===== src/rtl/efss_pkg.sv =====
// ----------------------------------------------------------------------------
// efss_pkg
// Shared types and constants for the earliest free server select unit.
// ----------------------------------------------------------------------------
package efss_pkg;

   localparam int unsigned FIELD_W   = 5;
   localparam int unsigned SERVICE_W = 16;

   typedef enum logic {
      OP_CLEAR = 1'b0,
      OP_JOB   = 1'b1
   } opcode_type;

   typedef enum logic [2:0] {
      ST_IDLE,
      ST_DISPATCH,
      ST_SCAN1,
      ST_CHECK,
      ST_SCAN2
   } state_type;

   typedef struct packed {
      logic load;
      logic clear_used;
      logic write_fresh;
      logic write_acc;
      logic scan_start;
      logic resp_clear;
      logic resp_direct;
      logic resp_scan;
   } cmd_type;

   typedef struct packed {
      logic is_job;
      logic used_lt_n;
      logic scan_done;
   } status_type;

endpackage


===== src/rtl/earliest_free_server_select_unit.sv =====
// ----------------------------------------------------------------------------
// earliest_free_server_select_unit
// Assigns jobs to the lowest unused server, then to the earliest finishing
// one, keeping saturating finish times per server.
//
// Usage:
//  - command channel: req_opcode/req_service_time are taken when start is
//    high and busy is low; a clear opcode starts a new batch
//  - result channel: one beat per command, valid while rsp_strobe is high for
//    exactly one cycle; the receiver cannot stall it
//  - csr channel: csr_num_servers is written when csr_valid and csr_ready are
//    high (csr_ready is always high); write it only while the unit is idle
//  - order of work: a clear answers from dispatch; a job that leaves an unused
//    server answers after the check; a job that takes the last unused server
//    runs one scan, and once all are used a job runs two; a scan reads the
//    finish time memory one entry per cycle, so it may run twice per job
//    (pick and next-server lookup)
//  - busy stays high until the cycle the strobe is shown; one command at a time
//  - reset: batch empty, server count 1; finish times are only read after
//    they are written in the current batch, so the memory is not cleared
// ----------------------------------------------------------------------------
module earliest_free_server_select_unit #(
   parameter int unsigned MAX_SERVERS = 16,
   parameter int unsigned TIME_BITS   = 32
) (
   input  logic                            clock,
   input  logic                            reset,
   input  logic                            start,
   output logic                            busy,
   input  logic                            req_opcode,
   input  logic [efss_pkg::SERVICE_W-1:0]  req_service_time,
   output logic                            rsp_strobe,
   output logic [efss_pkg::FIELD_W-1:0]    rsp_assigned_server,
   output logic [efss_pkg::FIELD_W-1:0]    rsp_next_server,
   output logic                            rsp_time_saturated,
   input  logic                            csr_valid,
   output logic                            csr_ready,
   input  logic [efss_pkg::FIELD_W-1:0]    csr_num_servers
);

   efss_pkg::cmd_type    cmd;
   efss_pkg::status_type status;

   efss_ctrl u_ctrl (
      .clock  (clock),
      .reset  (reset),
      .start  (start),
      .busy   (busy),
      .status (status),
      .cmd    (cmd)
   );

   efss_datapath #(
      .MAX_SERVERS (MAX_SERVERS),
      .TIME_BITS   (TIME_BITS)
   ) u_datapath (
      .clock               (clock),
      .reset               (reset),
      .req_opcode          (req_opcode),
      .req_service_time    (req_service_time),
      .csr_valid           (csr_valid),
      .csr_ready           (csr_ready),
      .csr_num_servers     (csr_num_servers),
      .cmd                 (cmd),
      .status              (status),
      .rsp_strobe          (rsp_strobe),
      .rsp_assigned_server (rsp_assigned_server),
      .rsp_next_server     (rsp_next_server),
      .rsp_time_saturated  (rsp_time_saturated)
   );

endmodule


===== src/rtl/efss_ctrl.sv =====
// ----------------------------------------------------------------------------
// efss_ctrl
// Sequencer: dispatches clear and job items, runs the finish time scans and
// issues the result beat.
// ----------------------------------------------------------------------------
module efss_ctrl (
   input  logic                clock,
   input  logic                reset,
   input  logic                start,
   output logic                busy,
   input  efss_pkg::status_type status,
   output efss_pkg::cmd_type    cmd
);

   efss_pkg::state_type state_ff, state_in;

   always_ff @(posedge clock) begin
      if (reset) begin
         state_ff <= efss_pkg::ST_IDLE;
      end else begin
         state_ff <= state_in;
      end
   end

   always_comb begin
      state_in = state_ff;
      cmd      = '0;
      busy     = 1'b1;
      case (state_ff)
         efss_pkg::ST_IDLE: begin
            busy = 1'b0;
            if (start) begin
               cmd.load = 1'b1;
               state_in = efss_pkg::ST_DISPATCH;
            end
         end
         efss_pkg::ST_DISPATCH: begin
            if (!status.is_job) begin
               cmd.clear_used = 1'b1;
               cmd.resp_clear = 1'b1;
               state_in       = efss_pkg::ST_IDLE;
            end else if (status.used_lt_n) begin
               cmd.write_fresh = 1'b1;
               state_in        = efss_pkg::ST_CHECK;
            end else begin
               cmd.scan_start = 1'b1;
               state_in       = efss_pkg::ST_SCAN1;
            end
         end
         efss_pkg::ST_SCAN1: begin
            if (status.scan_done) begin
               cmd.write_acc = 1'b1;
               state_in      = efss_pkg::ST_CHECK;
            end
         end
         efss_pkg::ST_CHECK: begin
            if (status.used_lt_n) begin
               cmd.resp_direct = 1'b1;
               state_in        = efss_pkg::ST_IDLE;
            end else begin
               cmd.scan_start = 1'b1;
               state_in       = efss_pkg::ST_SCAN2;
            end
         end
         efss_pkg::ST_SCAN2: begin
            if (status.scan_done) begin
               cmd.resp_scan = 1'b1;
               state_in      = efss_pkg::ST_IDLE;
            end
         end
         default: begin
            state_in = efss_pkg::ST_IDLE;
         end
      endcase
   end

endmodule


===== src/rtl/efss_datapath.sv =====
// ----------------------------------------------------------------------------
// efss_datapath
// Finish time memory, minimum scan, saturating update, server count
// register and result registers.
// ----------------------------------------------------------------------------
module efss_datapath #(
   parameter int unsigned MAX_SERVERS = 16,
   parameter int unsigned TIME_BITS   = 32
) (
   input  logic                                  clock,
   input  logic                                  reset,
   input  logic                                  req_opcode,
   input  logic [efss_pkg::SERVICE_W-1:0]        req_service_time,
   input  logic                                  csr_valid,
   output logic                                  csr_ready,
   input  logic [efss_pkg::FIELD_W-1:0]          csr_num_servers,
   input  efss_pkg::cmd_type                     cmd,
   output efss_pkg::status_type                  status,
   output logic                                  rsp_strobe,
   output logic [efss_pkg::FIELD_W-1:0]          rsp_assigned_server,
   output logic [efss_pkg::FIELD_W-1:0]          rsp_next_server,
   output logic                                  rsp_time_saturated
);

   localparam int unsigned IDX_W = (MAX_SERVERS > 1) ? $clog2(MAX_SERVERS) : 1;
   localparam int unsigned CNT_W = $clog2(MAX_SERVERS + 1);
   localparam int unsigned CW    = (CNT_W > efss_pkg::FIELD_W) ? CNT_W : efss_pkg::FIELD_W;
   localparam int unsigned SW    = (CNT_W + 1 > efss_pkg::FIELD_W) ? CNT_W + 1
                                                                    : efss_pkg::FIELD_W;

   logic [efss_pkg::FIELD_W-1:0]   num_servers_ff;
   logic [CW-1:0]                  nreg_ext;
   logic [CNT_W-1:0]               n_eff;

   logic                           opcode_ff;
   logic [efss_pkg::SERVICE_W-1:0] dur_ff;
   logic [CNT_W-1:0]               used_ff;

   logic [TIME_BITS-1:0]           mem [MAX_SERVERS];
   logic                           scan_act_ff;
   logic [CNT_W-1:0]               cnt_ff;
   logic                           issue;
   logic                           rd_vld_ff;
   logic [IDX_W-1:0]               rd_idx_ff;
   logic [TIME_BITS-1:0]           rdata_ff;
   logic                           best_has_ff;
   logic [IDX_W-1:0]               best_idx_ff;
   logic [TIME_BITS-1:0]           best_val_ff;

   logic                           wr_en;
   logic [IDX_W-1:0]               wr_idx;
   logic [TIME_BITS-1:0]           base;
   logic [TIME_BITS:0]             sum;
   logic [TIME_BITS-1:0]           t_new;
   logic [IDX_W-1:0]               asgn_ff;
   logic                           sat_ff;

   logic [SW-1:0]                  asgn_num;
   logic [SW-1:0]                  used_num;
   logic [SW-1:0]                  best_num;

   logic                           rsp_strobe_ff;
   logic [efss_pkg::FIELD_W-1:0]   rsp_asgn_ff;
   logic [efss_pkg::FIELD_W-1:0]   rsp_next_ff;
   logic                           rsp_sat_ff;

   // server count register; the effective count is clamped to 1..MAX_SERVERS
   assign csr_ready = 1'b1;

   always_ff @(posedge clock) begin
      if (reset) begin
         num_servers_ff <= efss_pkg::FIELD_W'(1);
      end else if (csr_valid && csr_ready) begin
         num_servers_ff <= csr_num_servers;
      end
   end

   always_comb begin
      nreg_ext = CW'(num_servers_ff);
      if (nreg_ext == '0) begin
         n_eff = CNT_W'(1);
      end else if (nreg_ext > CW'(MAX_SERVERS)) begin
         n_eff = CNT_W'(MAX_SERVERS);
      end else begin
         n_eff = nreg_ext[CNT_W-1:0];
      end
   end

   // item latch and batch fill count
   always_ff @(posedge clock) begin
      if (cmd.load) begin
         opcode_ff <= req_opcode;
         dur_ff    <= req_service_time;
      end
   end

   always_ff @(posedge clock) begin
      if (reset) begin
         used_ff <= '0;
      end else if (cmd.clear_used) begin
         used_ff <= '0;
      end else if (cmd.write_fresh) begin
         used_ff <= used_ff + CNT_W'(1);
      end
   end

   // minimum scan over the first n entries
   assign issue = scan_act_ff && (cnt_ff < n_eff);

   always_ff @(posedge clock) begin
      if (reset) begin
         scan_act_ff <= 1'b0;
         rd_vld_ff   <= 1'b0;
         best_has_ff <= 1'b0;
         cnt_ff      <= '0;
      end else begin
         rd_vld_ff <= issue;
         if (cmd.scan_start) begin
            scan_act_ff <= 1'b1;
            best_has_ff <= 1'b0;
            cnt_ff      <= '0;
         end else begin
            if (issue) begin
               cnt_ff <= cnt_ff + CNT_W'(1);
            end
            if (status.scan_done) begin
               scan_act_ff <= 1'b0;
            end
            if (rd_vld_ff) begin
               best_has_ff <= 1'b1;
            end
         end
      end
   end

   always_ff @(posedge clock) begin
      rdata_ff  <= mem[cnt_ff[IDX_W-1:0]];
      rd_idx_ff <= cnt_ff[IDX_W-1:0];
      if (rd_vld_ff && (!best_has_ff || (rdata_ff < best_val_ff))) begin
         best_val_ff <= rdata_ff;
         best_idx_ff <= rd_idx_ff;
      end
   end

   // saturating finish time update
   assign wr_en  = cmd.write_fresh || cmd.write_acc;
   assign wr_idx = cmd.write_fresh ? used_ff[IDX_W-1:0] : best_idx_ff;
   assign base   = cmd.write_acc ? best_val_ff : '0;
   assign sum    = {1'b0, base} + (TIME_BITS + 1)'(dur_ff);
   assign t_new  = sum[TIME_BITS] ? '1 : sum[TIME_BITS-1:0];

   always_ff @(posedge clock) begin
      if (wr_en) begin
         mem[wr_idx] <= t_new;
         asgn_ff     <= wr_idx;
         sat_ff      <= &t_new;
      end
   end

   assign status.is_job    = (opcode_ff == efss_pkg::OP_JOB);
   assign status.used_lt_n = (used_ff < n_eff);
   assign status.scan_done = scan_act_ff && (cnt_ff == n_eff) && !rd_vld_ff;

   // result beat
   assign asgn_num = SW'(asgn_ff) + SW'(1);
   assign used_num = SW'(used_ff) + SW'(1);
   assign best_num = SW'(best_idx_ff) + SW'(1);

   always_ff @(posedge clock) begin
      if (reset) begin
         rsp_strobe_ff <= 1'b0;
      end else begin
         rsp_strobe_ff <= cmd.resp_clear || cmd.resp_direct || cmd.resp_scan;
      end
   end

   always_ff @(posedge clock) begin
      if (cmd.resp_clear) begin
         rsp_asgn_ff <= '0;
         rsp_next_ff <= efss_pkg::FIELD_W'(1);
         rsp_sat_ff  <= 1'b0;
      end else if (cmd.resp_direct || cmd.resp_scan) begin
         rsp_asgn_ff <= asgn_num[efss_pkg::FIELD_W-1:0];
         rsp_next_ff <= cmd.resp_direct ? used_num[efss_pkg::FIELD_W-1:0]
                                        : best_num[efss_pkg::FIELD_W-1:0];
         rsp_sat_ff  <= sat_ff;
      end
   end

   assign rsp_strobe          = rsp_strobe_ff;
   assign rsp_assigned_server = rsp_asgn_ff;
   assign rsp_next_server     = rsp_next_ff;
   assign rsp_time_saturated  = rsp_sat_ff;

endmodule


===== config.mk =====
export PLATFORM = sky130hd
export DESIGN_NAME = earliest_free_server_select_unit
export DESIGN_NICKNAME = d
export VERILOG_FILES = /design/src/rtl/efss_pkg.sv /design/src/rtl/earliest_free_server_select_unit.sv /design/src/rtl/efss_ctrl.sv /design/src/rtl/efss_datapath.sv
export SDC_FILE = /design/constraint.sdc
export NUM_CORES = 1
export LEC_CHECK = 0
export BUFFER_PORTS_ARGS = -buffer_cell sky130_fd_sc_hd__buf_2
export CORE_MARGIN = 8
export CORE_UTILIZATION = 36
export DETAILED_ROUTE_END_ITERATION = 8
export GPL_TIMING_DRIVEN = 0
export PLACE_DENSITY = 0.55
export SLEW_MARGIN = 40
export SYNTH_ARGS = -nofsm -noshare
export SYNTH_HDL_FRONTEND = slang
export SYNTH_HIERARCHICAL = 1
export SYNTH_SLANG_ARGS = --single-unit

===== constraint.sdc =====
create_clock -name clock -period 7.8 [get_ports clock]
set_input_delay 1.17 -clock clock [delete_from_list [all_inputs] [get_ports clock]]
set_output_delay 1.17 -clock clock [all_outputs]
set_load 0.005 [all_outputs]

==> results of run 1 <==
layout by cell type, fill, tap and decap left out, types with 38 or more instances in the layout:
master | synthesis | final
a21oi_1 | 38 | 38
nor2_1 | 84 | 67
buf_2 | 7 | 56
clkbuf_16 | 0 | 72
ha_1 | 60 | 60
nand2_1 | 73 | 73
dfxtp_1 | 69 | 69
mux4_2 | 160 | 160
inv_1 | 46 | 46
edfxtp_1 | 570 | 570
metrics by stage:
step	setup slack (ns)	instance area [um^2]	std cells	total power, mW	setup TNS [ns]
after global routing	0.09374	31000	2618	7.458	0
after global placement	-1.985	27590	2446	4.052	-1515.96
final	0.4472	31000	2618	7.227	0
after floorplan	2.029	26200	1450	3.974	0
after CTS	0.1083	30980	2616	7.316	0
after detailed placement	-0.5186	28710	2488	4.071	-93.21
power by group through the flow:
| stage | clock [mW] | combinational (mW) | sequential, mW |
|---|---|---|---|
| 2_1_floorplan | 0 | 0.138 | 3.84 |
| 5_1_grt | 3.44 | 0.246 | 3.77 |
| 6_report | 3.23 | 0.223 | 3.77 |
| 3_3_place_gp | 0 | 0.205 | 3.85 |
| 4_1_cts | 3.32 | 0.226 | 3.77 |
| 3_5_place_dp | 0 | 0.226 | 3.85 |
routing by layer:
metal | GRT usage | up-vias | routed length (um)
li1 | - | 6130 | -
met1 | 0.2131 | 7288 | 27940
met2 | 0.2626 | 406 | 31570
met3 | 0.02777 | 107 | 3449
met4 | 0.04791 | 0 | 1510
met5 | 0 | - | 0
state kept, by name (all words and copies together), names as in the netlist, 3 cells and up:
name	count
u_datapath/best_idx_ff	4
u_datapath/rsp_next_server	5
u_datapath/best_val_ff	32
u_datapath/dur_ff	16
u_datapath/cnt_ff	5
u_datapath/rd_idx_ff	4
u_datapath/rdata_ff	32
u_datapath/nreg_ext	5
u_datapath/asgn_ff	4
u_datapath/used_ff	5
u_datapath/mem	512
u_datapath/rsp_assigned_server	5
u_ctrl/state_ff	3
final cells by class:
cell class	instances	share of cell area
buffer	69	0.01049
clock buffer	88	0.06134
clock inverter	40	0.01162
inverter	47	0.005691
multi-input combinational	695	0.2402
sequential	639	0.5967
tap	959	0.03870
timing repair buffer	81	0.03527
critical path, stage by stage (launching register included):
cell,delay [ns]
dfxtp_1,0.37
clkbuf_1,0.40
clkbuf_2,0.39
buf_2,0.42
inv_1,0.09
ha_1,0.29
nand4b_1,0.10
nor2_1,0.38
nor4bb_4,0.27
buf_4,0.20
buf_2,0.25
inv_2,0.16
buf_1,0.26
nor2_1,0.16
ha_1,0.31
a2111oi_0,0.55
o21ai_1,0.28
a21o_1,0.27
a22oi_2,0.35
or2_1,0.15
buf_2,0.17
mux2i_4,0.56
o211ai_1,0.20
a2111oi_2,0.45
path summary, 6_finish.rpt:
kind	end	cells after the start
max	u_datapath/sat_ff	23
min	u_datapath/rd_idx_ff[3]	0
max reg2reg	u_datapath/sat_ff	23
min reg2reg	u_datapath/rd_idx_ff[3]	0
cell families after synthesis:
family / count (synthesis)
other: 1
muxes: 177
AOI/OAI and AO/OA: 147
adders and majority gates: 61
DFF: 639
buffers and inverters: 116
xor gates and xnor gates: 29
and+or+nand+nor: 280
timing repair:
| action | CTS | global route |
|---|---|---|
| endpoints found under the hold margin | 0 | 0 |
| setup buffers | 0 | 2 |
| setup endpoints to repair | 321 | 176 |
| cloned | 0 | 0 |
| pin swaps | 0 | 1 |
| gates resized for setup | 4 | 0 |
==> metrics.cfg, run 1 <==
[job]
max_cap_viol_count=0

[yosys]
synth_nets=1537
async_flop_share=0
synth_top_family_by_area=multiplexers
synth_edf_count=570
yosys-top-cells-area=edfxtp_1, mux4_2, dfxtp_1
postSynthAreaPerCell_um2=18.07
ys_ff_latch=639
synth-xor-area-share=0.009693
yosysMostFrequentCell=edfxtp_1
synth_top_area_share=0.6532
synth.distinct_cells=80
yosys.area_share.simple=0.05314
synth_cells=1450
synth_seq_area_share=0.7059
synth_compound_area_frac=0.03963
yosys.area_share.adder=0.02941
yosys_warnings=6
synth_top_flop_cell=edfxtp_1
synth_common_cells=edfxtp_1, mux4_2, nor2_1
yosysTopAreaCell=edfxtp_1
netlist_area_um2=26200
muxShareOfSynthArea=0.1444

[global_route]
grt_max_degree=18
antenna_found_initial=1
grt_pass1_vias=14604
gr-total-overflow=0
grt_use_total=0.1585
grt_pass1_wl_mm=96.08

[timing]
fmax_ghz=0.1360
clock_skew_ns=0.02195
setup_viol=0
relSlewSlack=0.4442
finalCriticalPeriod_ns=7.353
period_share=0.9427
hold-worst-slack_ns=0.3737
rsz0062_at_grt=no
timing.final.hold_violations=0
worst_pin_slew_ns=0.8337
maxSlewViolCount=0

[power]
p_leak_nw=9.598
p_int_mw=5.740
pwr-share-comb=0.031
p_sw_frac=0.2057
clockPowerShare=0.447
power.share.sequential=0.522
p_sw_mw=1.487
vdd_ir_drop_max_mv=0.1631
power_density_nw_per_um2=233.1

[finish]
nNetsFinal=1689
fillers=6334
multiInputGateArea_um2=7447
register_area_um2=18500
syn_to_final_growth_pct=18.31
layout-drive-gt1-share=0.2658
antenna_cells=0
fin_util=0.4278

[die]
die_w_um=285.8
die_h_um=285.8
io_pins=40
die_area_um2=81680
coreArea_um2=72460
num_rows=99
start_util=0.3616

[worst_setup_path]
crit_start=u_datapath/cnt_ff[0]
worstPathMaxFanout=17
endpoint_kind=flip-flop
crit_type=flip-flop to flip-flop
required_ns=8.12
rrSetupSlack_ns=0.45
start_kind=flip-flop
arrival_ns=7.68
r2r-start=u_datapath/cnt_ff[0]

[clock_tree]
clk_pin_slew_worst_paths_ns=0.06
clk_latency_ns=0.60
root_buffer=clkbuf_16
cts_num_sinks=639
htreeDepth=3
tritoncts=yes
clockBufferDepth=3
hold_buffers=0
numCtsBuffers=69

[placement]
place_hpwl_mm=45.28
routabilityCongestion=0.8699
port-buffer-count=37

[route]
drc=0
wl_per_cell_um=24.63
postRouteAntennaNets=0
drt_iter0_drc=1029
wl_mm=64.47
avgViaCountPerCell=5.321
routed-via-count=13931
first_pass_iters=5

[status]
outcome=finished clean

[hold_path]
hold_path_class=flip-flop to flip-flop
min_from=u_datapath/cnt_ff[3]

(Power assumes the default switching activity.)
==> inputs of run 2 (changes only) <==
--- a/config.mk
+++ b/config.mk
@@ -8,6 +8,7 @@
 export BUFFER_PORTS_ARGS = -buffer_cell sky130_fd_sc_hd__buf_2
 export CORE_MARGIN = 8
 export CORE_UTILIZATION = 36
+export CTS_BUF_LIST = sky130_fd_sc_hd__clkbuf_16
 export DETAILED_ROUTE_END_ITERATION = 8
 export GPL_TIMING_DRIVEN = 0
 export PLACE_DENSITY = 0.55
==> run 2 against run 1 <==
  * Non-clock buffer count did not move
  * Maximum frequency increased by 0.10%
  * Register-to-register slack about the same
  * Clock-buffer cell count fell by 16
  * Critical path type unchanged
  * Critical endpoint unchanged
  * Largest power group unchanged
  * Highest routed layer unchanged
==> metrics.cfg, run 2 (same netlist as run 1, synthesis figures left out) <==
[placement]
dpl_cell_area_um2=28710  ; unchanged
routabilityCongestion=0.8699  ; unchanged
place_hpwl_mm=45.28  ; unchanged
port-buffer-count=37  ; unchanged
place_worst_setup_slack_ns=-0.5186  ; unchanged

[hold_path]
hold_path_class=flip-flop to flip-flop  ; unchanged

[power]
clockPowerShare=0.443  ; was 0.447
pwr-share-comb=0.031  ; about the same
p_int_mw=5.685  ; was 5.740 mW
p_sw_mw=1.483  ; was 1.487 mW
p_sw_frac=0.2069  ; was 0.2057
power.share.sequential=0.526  ; was 0.522
p_leak_nw=9.625  ; was 9.598 nW
total_power_mw=7.168  ; was 7.227 mW
vdd_ir_drop_max_mv=0.1634  ; was 0.1631 mV
power_density_nw_per_um2=231.5  ; was 233.1 nW/um^2

[finish]
fin_area_um2=30960  ; was 31000 um^2
final_common_cell=edfxtp_1  ; unchanged
largest_reg_flops=512  ; unchanged
fillers=6342  ; was 6334
mostFrequentLayoutCells=edfxtp_1, mux4_2, nand2_1  ; unchanged
nNetsFinal=1689  ; unchanged
largestRegisters=u_datapath/mem: 512 flops, u_datapath/best_val_ff: 32 flops, u_datapath/rdata_ff: 32 flops  ; unchanged
antenna_cells=0  ; unchanged
syn_to_final_growth_pct=18.16  ; was 18.31%
layout-drive-gt1-share=0.2634  ; was 0.2658
largest_register=u_datapath/mem  ; unchanged

[timing]
worst_pin_slew_ns=0.8034  ; was 0.8337 ns
setup_ws_ns=0.4548  ; was 0.4472 ns
period_share=0.9417  ; was 0.9427
hold-worst-slack_ns=0.3737  ; about the same
finalCriticalPeriod_ns=7.345  ; was 7.353 ns
maxSlewViolCount=0  ; unchanged
tns_ns=0  ; unchanged
fmax_ghz=0.1361  ; was 0.1360 GHz
rsz0062_at_grt=no  ; unchanged
clock_skew_ns=0.02078  ; was 0.02195 ns
timing.final.hold_violations=0  ; unchanged
relSlewSlack=0.4644  ; was 0.4442
setup_viol=0  ; unchanged

[route]
wl_per_cell_um=24.61  ; was 24.63 um
wl_mm=64.42  ; was 64.47 mm
drt_iter0_drc=1035  ; was 1029
postRouteAntennaNets=0  ; unchanged
avgViaCountPerCell=5.309  ; was 5.321
routed-via-count=13900  ; was 13931
drc=0  ; unchanged
first_pass_iters=5  ; unchanged

[global_route]
antenna_found_initial=1  ; unchanged
grt_use_total=0.1585  ; unchanged
grt_pass1_wl_mm=96.09  ; was 96.08 mm
gr-total-overflow=0  ; unchanged
grt_max_degree=18  ; unchanged
grt_pass1_vias=14598  ; was 14604

[die]
coreArea_um2=72460  ; unchanged
io_pins=40  ; unchanged
die_w_um=285.8  ; unchanged
die_area_um2=81680  ; unchanged
die_h_um=285.8  ; unchanged
start_util=0.3616  ; unchanged
num_rows=99  ; unchanged

[clock_tree]
cts_num_sinks=639  ; unchanged
hold_buffers=0  ; unchanged
clockBufferDepth=3  ; unchanged
tritoncts=yes  ; unchanged
clk_latency_ns=0.60  ; about the same
root_buffer=clkbuf_16  ; unchanged
numCtsBuffers=69  ; unchanged
clk_pin_slew_worst_paths_ns=0.06  ; about the same
htreeDepth=3  ; unchanged

[worst_setup_path]
endpoint_kind=flip-flop  ; unchanged
path_cells=clkbuf_1 > clkbuf_2 > buf_2 > inv_1 > ha_1 > nand4b_1 > nor2_1 > nor4bb_4 > buf_4 > buf_2 > inv_2 > buf_1 > nor2_1 > ha_1 > a2111oi_0 > o21ai_1 > a21o_1 > a22oi_2 > or2_1 > buf_2 > mux2i_4 > o211ai_1 > a2111oi_2  ; unchanged
arrival_ns=7.67  ; was 7.68 ns
worstPathMaxFanout=17  ; unchanged
start_kind=flip-flop  ; unchanged
rrSetupSlack_ns=0.45  ; about the same
crit_type=flip-flop to flip-flop  ; unchanged
required_ns=8.12  ; about the same
critPathTopFamily=buffers and inverters  ; unchanged
slowest_delay_ns=0.58  ; was 0.56 ns
cp_slowest_cell=mux2i_4  ; unchanged
path_buf_inv=9  ; unchanged
cp_common_cell=buf_2  ; unchanged

[job]
max_cap_viol_count=0  ; unchanged

[status]
outcome=finished clean  ; unchanged

==> run 2: cell count changes in the layout (fill, tap and decap cells not counted) <==
cell / delta
clkbuf_1: -12
inv_1: +12
clkbuf_8: -4
clkinv_1: +4
==> run 2: power groups by stage <==
stage | registers (mW) | clock network [mW] | logic (mW)
4_1_cts | 3.77 | 3.26 | 0.226
6_report | 3.77 | 3.17 | 0.223
3_5_place_dp | 3.85 | 0 | 0.226
2_1_floorplan | 3.84 | 0 | 0.138
5_1_grt | 3.77 | 3.38 | 0.246
3_3_place_gp | 3.85 | 0 | 0.205
==> run 2: metal layers <==
layer,track usage,routed length [um],vias to the layer above
met4,0.04791,1513,0
met1,0.2131,28240,7290
met3,0.02777,3055,110
met5,0,0,-
li1,-,-,6133
met2,0.2626,31620,367
==> run 2: final timing paths <==
path,startpoint,endpoint,cells past startpoint
worst min-delay path,u_datapath/cnt_ff[3],u_datapath/rd_idx_ff[3],0
worst max-delay path,u_datapath/cnt_ff[0],u_datapath/sat_ff,23
worst min register to register,u_datapath/cnt_ff[3],u_datapath/rd_idx_ff[3],0
worst max register to register,u_datapath/cnt_ff[0],u_datapath/sat_ff,23
==> run 2: through the flow <==
step	instances	util
2_1_floorplan	1450	-
3_3_place_gp	2446	0.3807
3_5_place_dp	2488	0.3962
4_1_cts	2616	0.4270
5_1_grt	2618	0.4273
6_report	2618	0.4273
==> run 2: cell type report <==
type / count / area, um^2 / share of cell area
multi-input combinational: 695 / 7447 / 0.2405
buffer: 69 / 325.3 / 0.01051
clock buffer: 72 / 1802 / 0.05819
clock inverter: 56 / 420.4 / 0.01358
tap: 959 / 1200 / 0.03875
timing repair buffer: 81 / 1094 / 0.03532
inverter: 47 / 176.4 / 0.005698
sequential: 639 / 18500 / 0.5974
==> run 2: worst reg2reg max path, stage by stage, from the launching register on <==
cell	delay, ns
dfxtp_1	0.36
clkbuf_1	0.39
clkbuf_2	0.39
buf_2	0.42
inv_1	0.10
ha_1	0.29
nand4b_1	0.11
nor2_1	0.37
nor4bb_4	0.27
buf_4	0.20
buf_2	0.26
inv_2	0.16
buf_1	0.26
nor2_1	0.16
ha_1	0.31
a2111oi_0	0.55
o21ai_1	0.28
a21o_1	0.27
a22oi_2	0.35
or2_1	0.16
buf_2	0.17
mux2i_4	0.58
o211ai_1	0.20
a2111oi_2	0.45
==> run 2: what timing repair did <==
action                                  CTS  global route
endpoints found under the setup margin  321           176
pin swaps                                 0             1
cloned                                    0             0
buffers inserted                          0             2
gates resized for setup                   4             0
hold endpoints to repair                  0             0
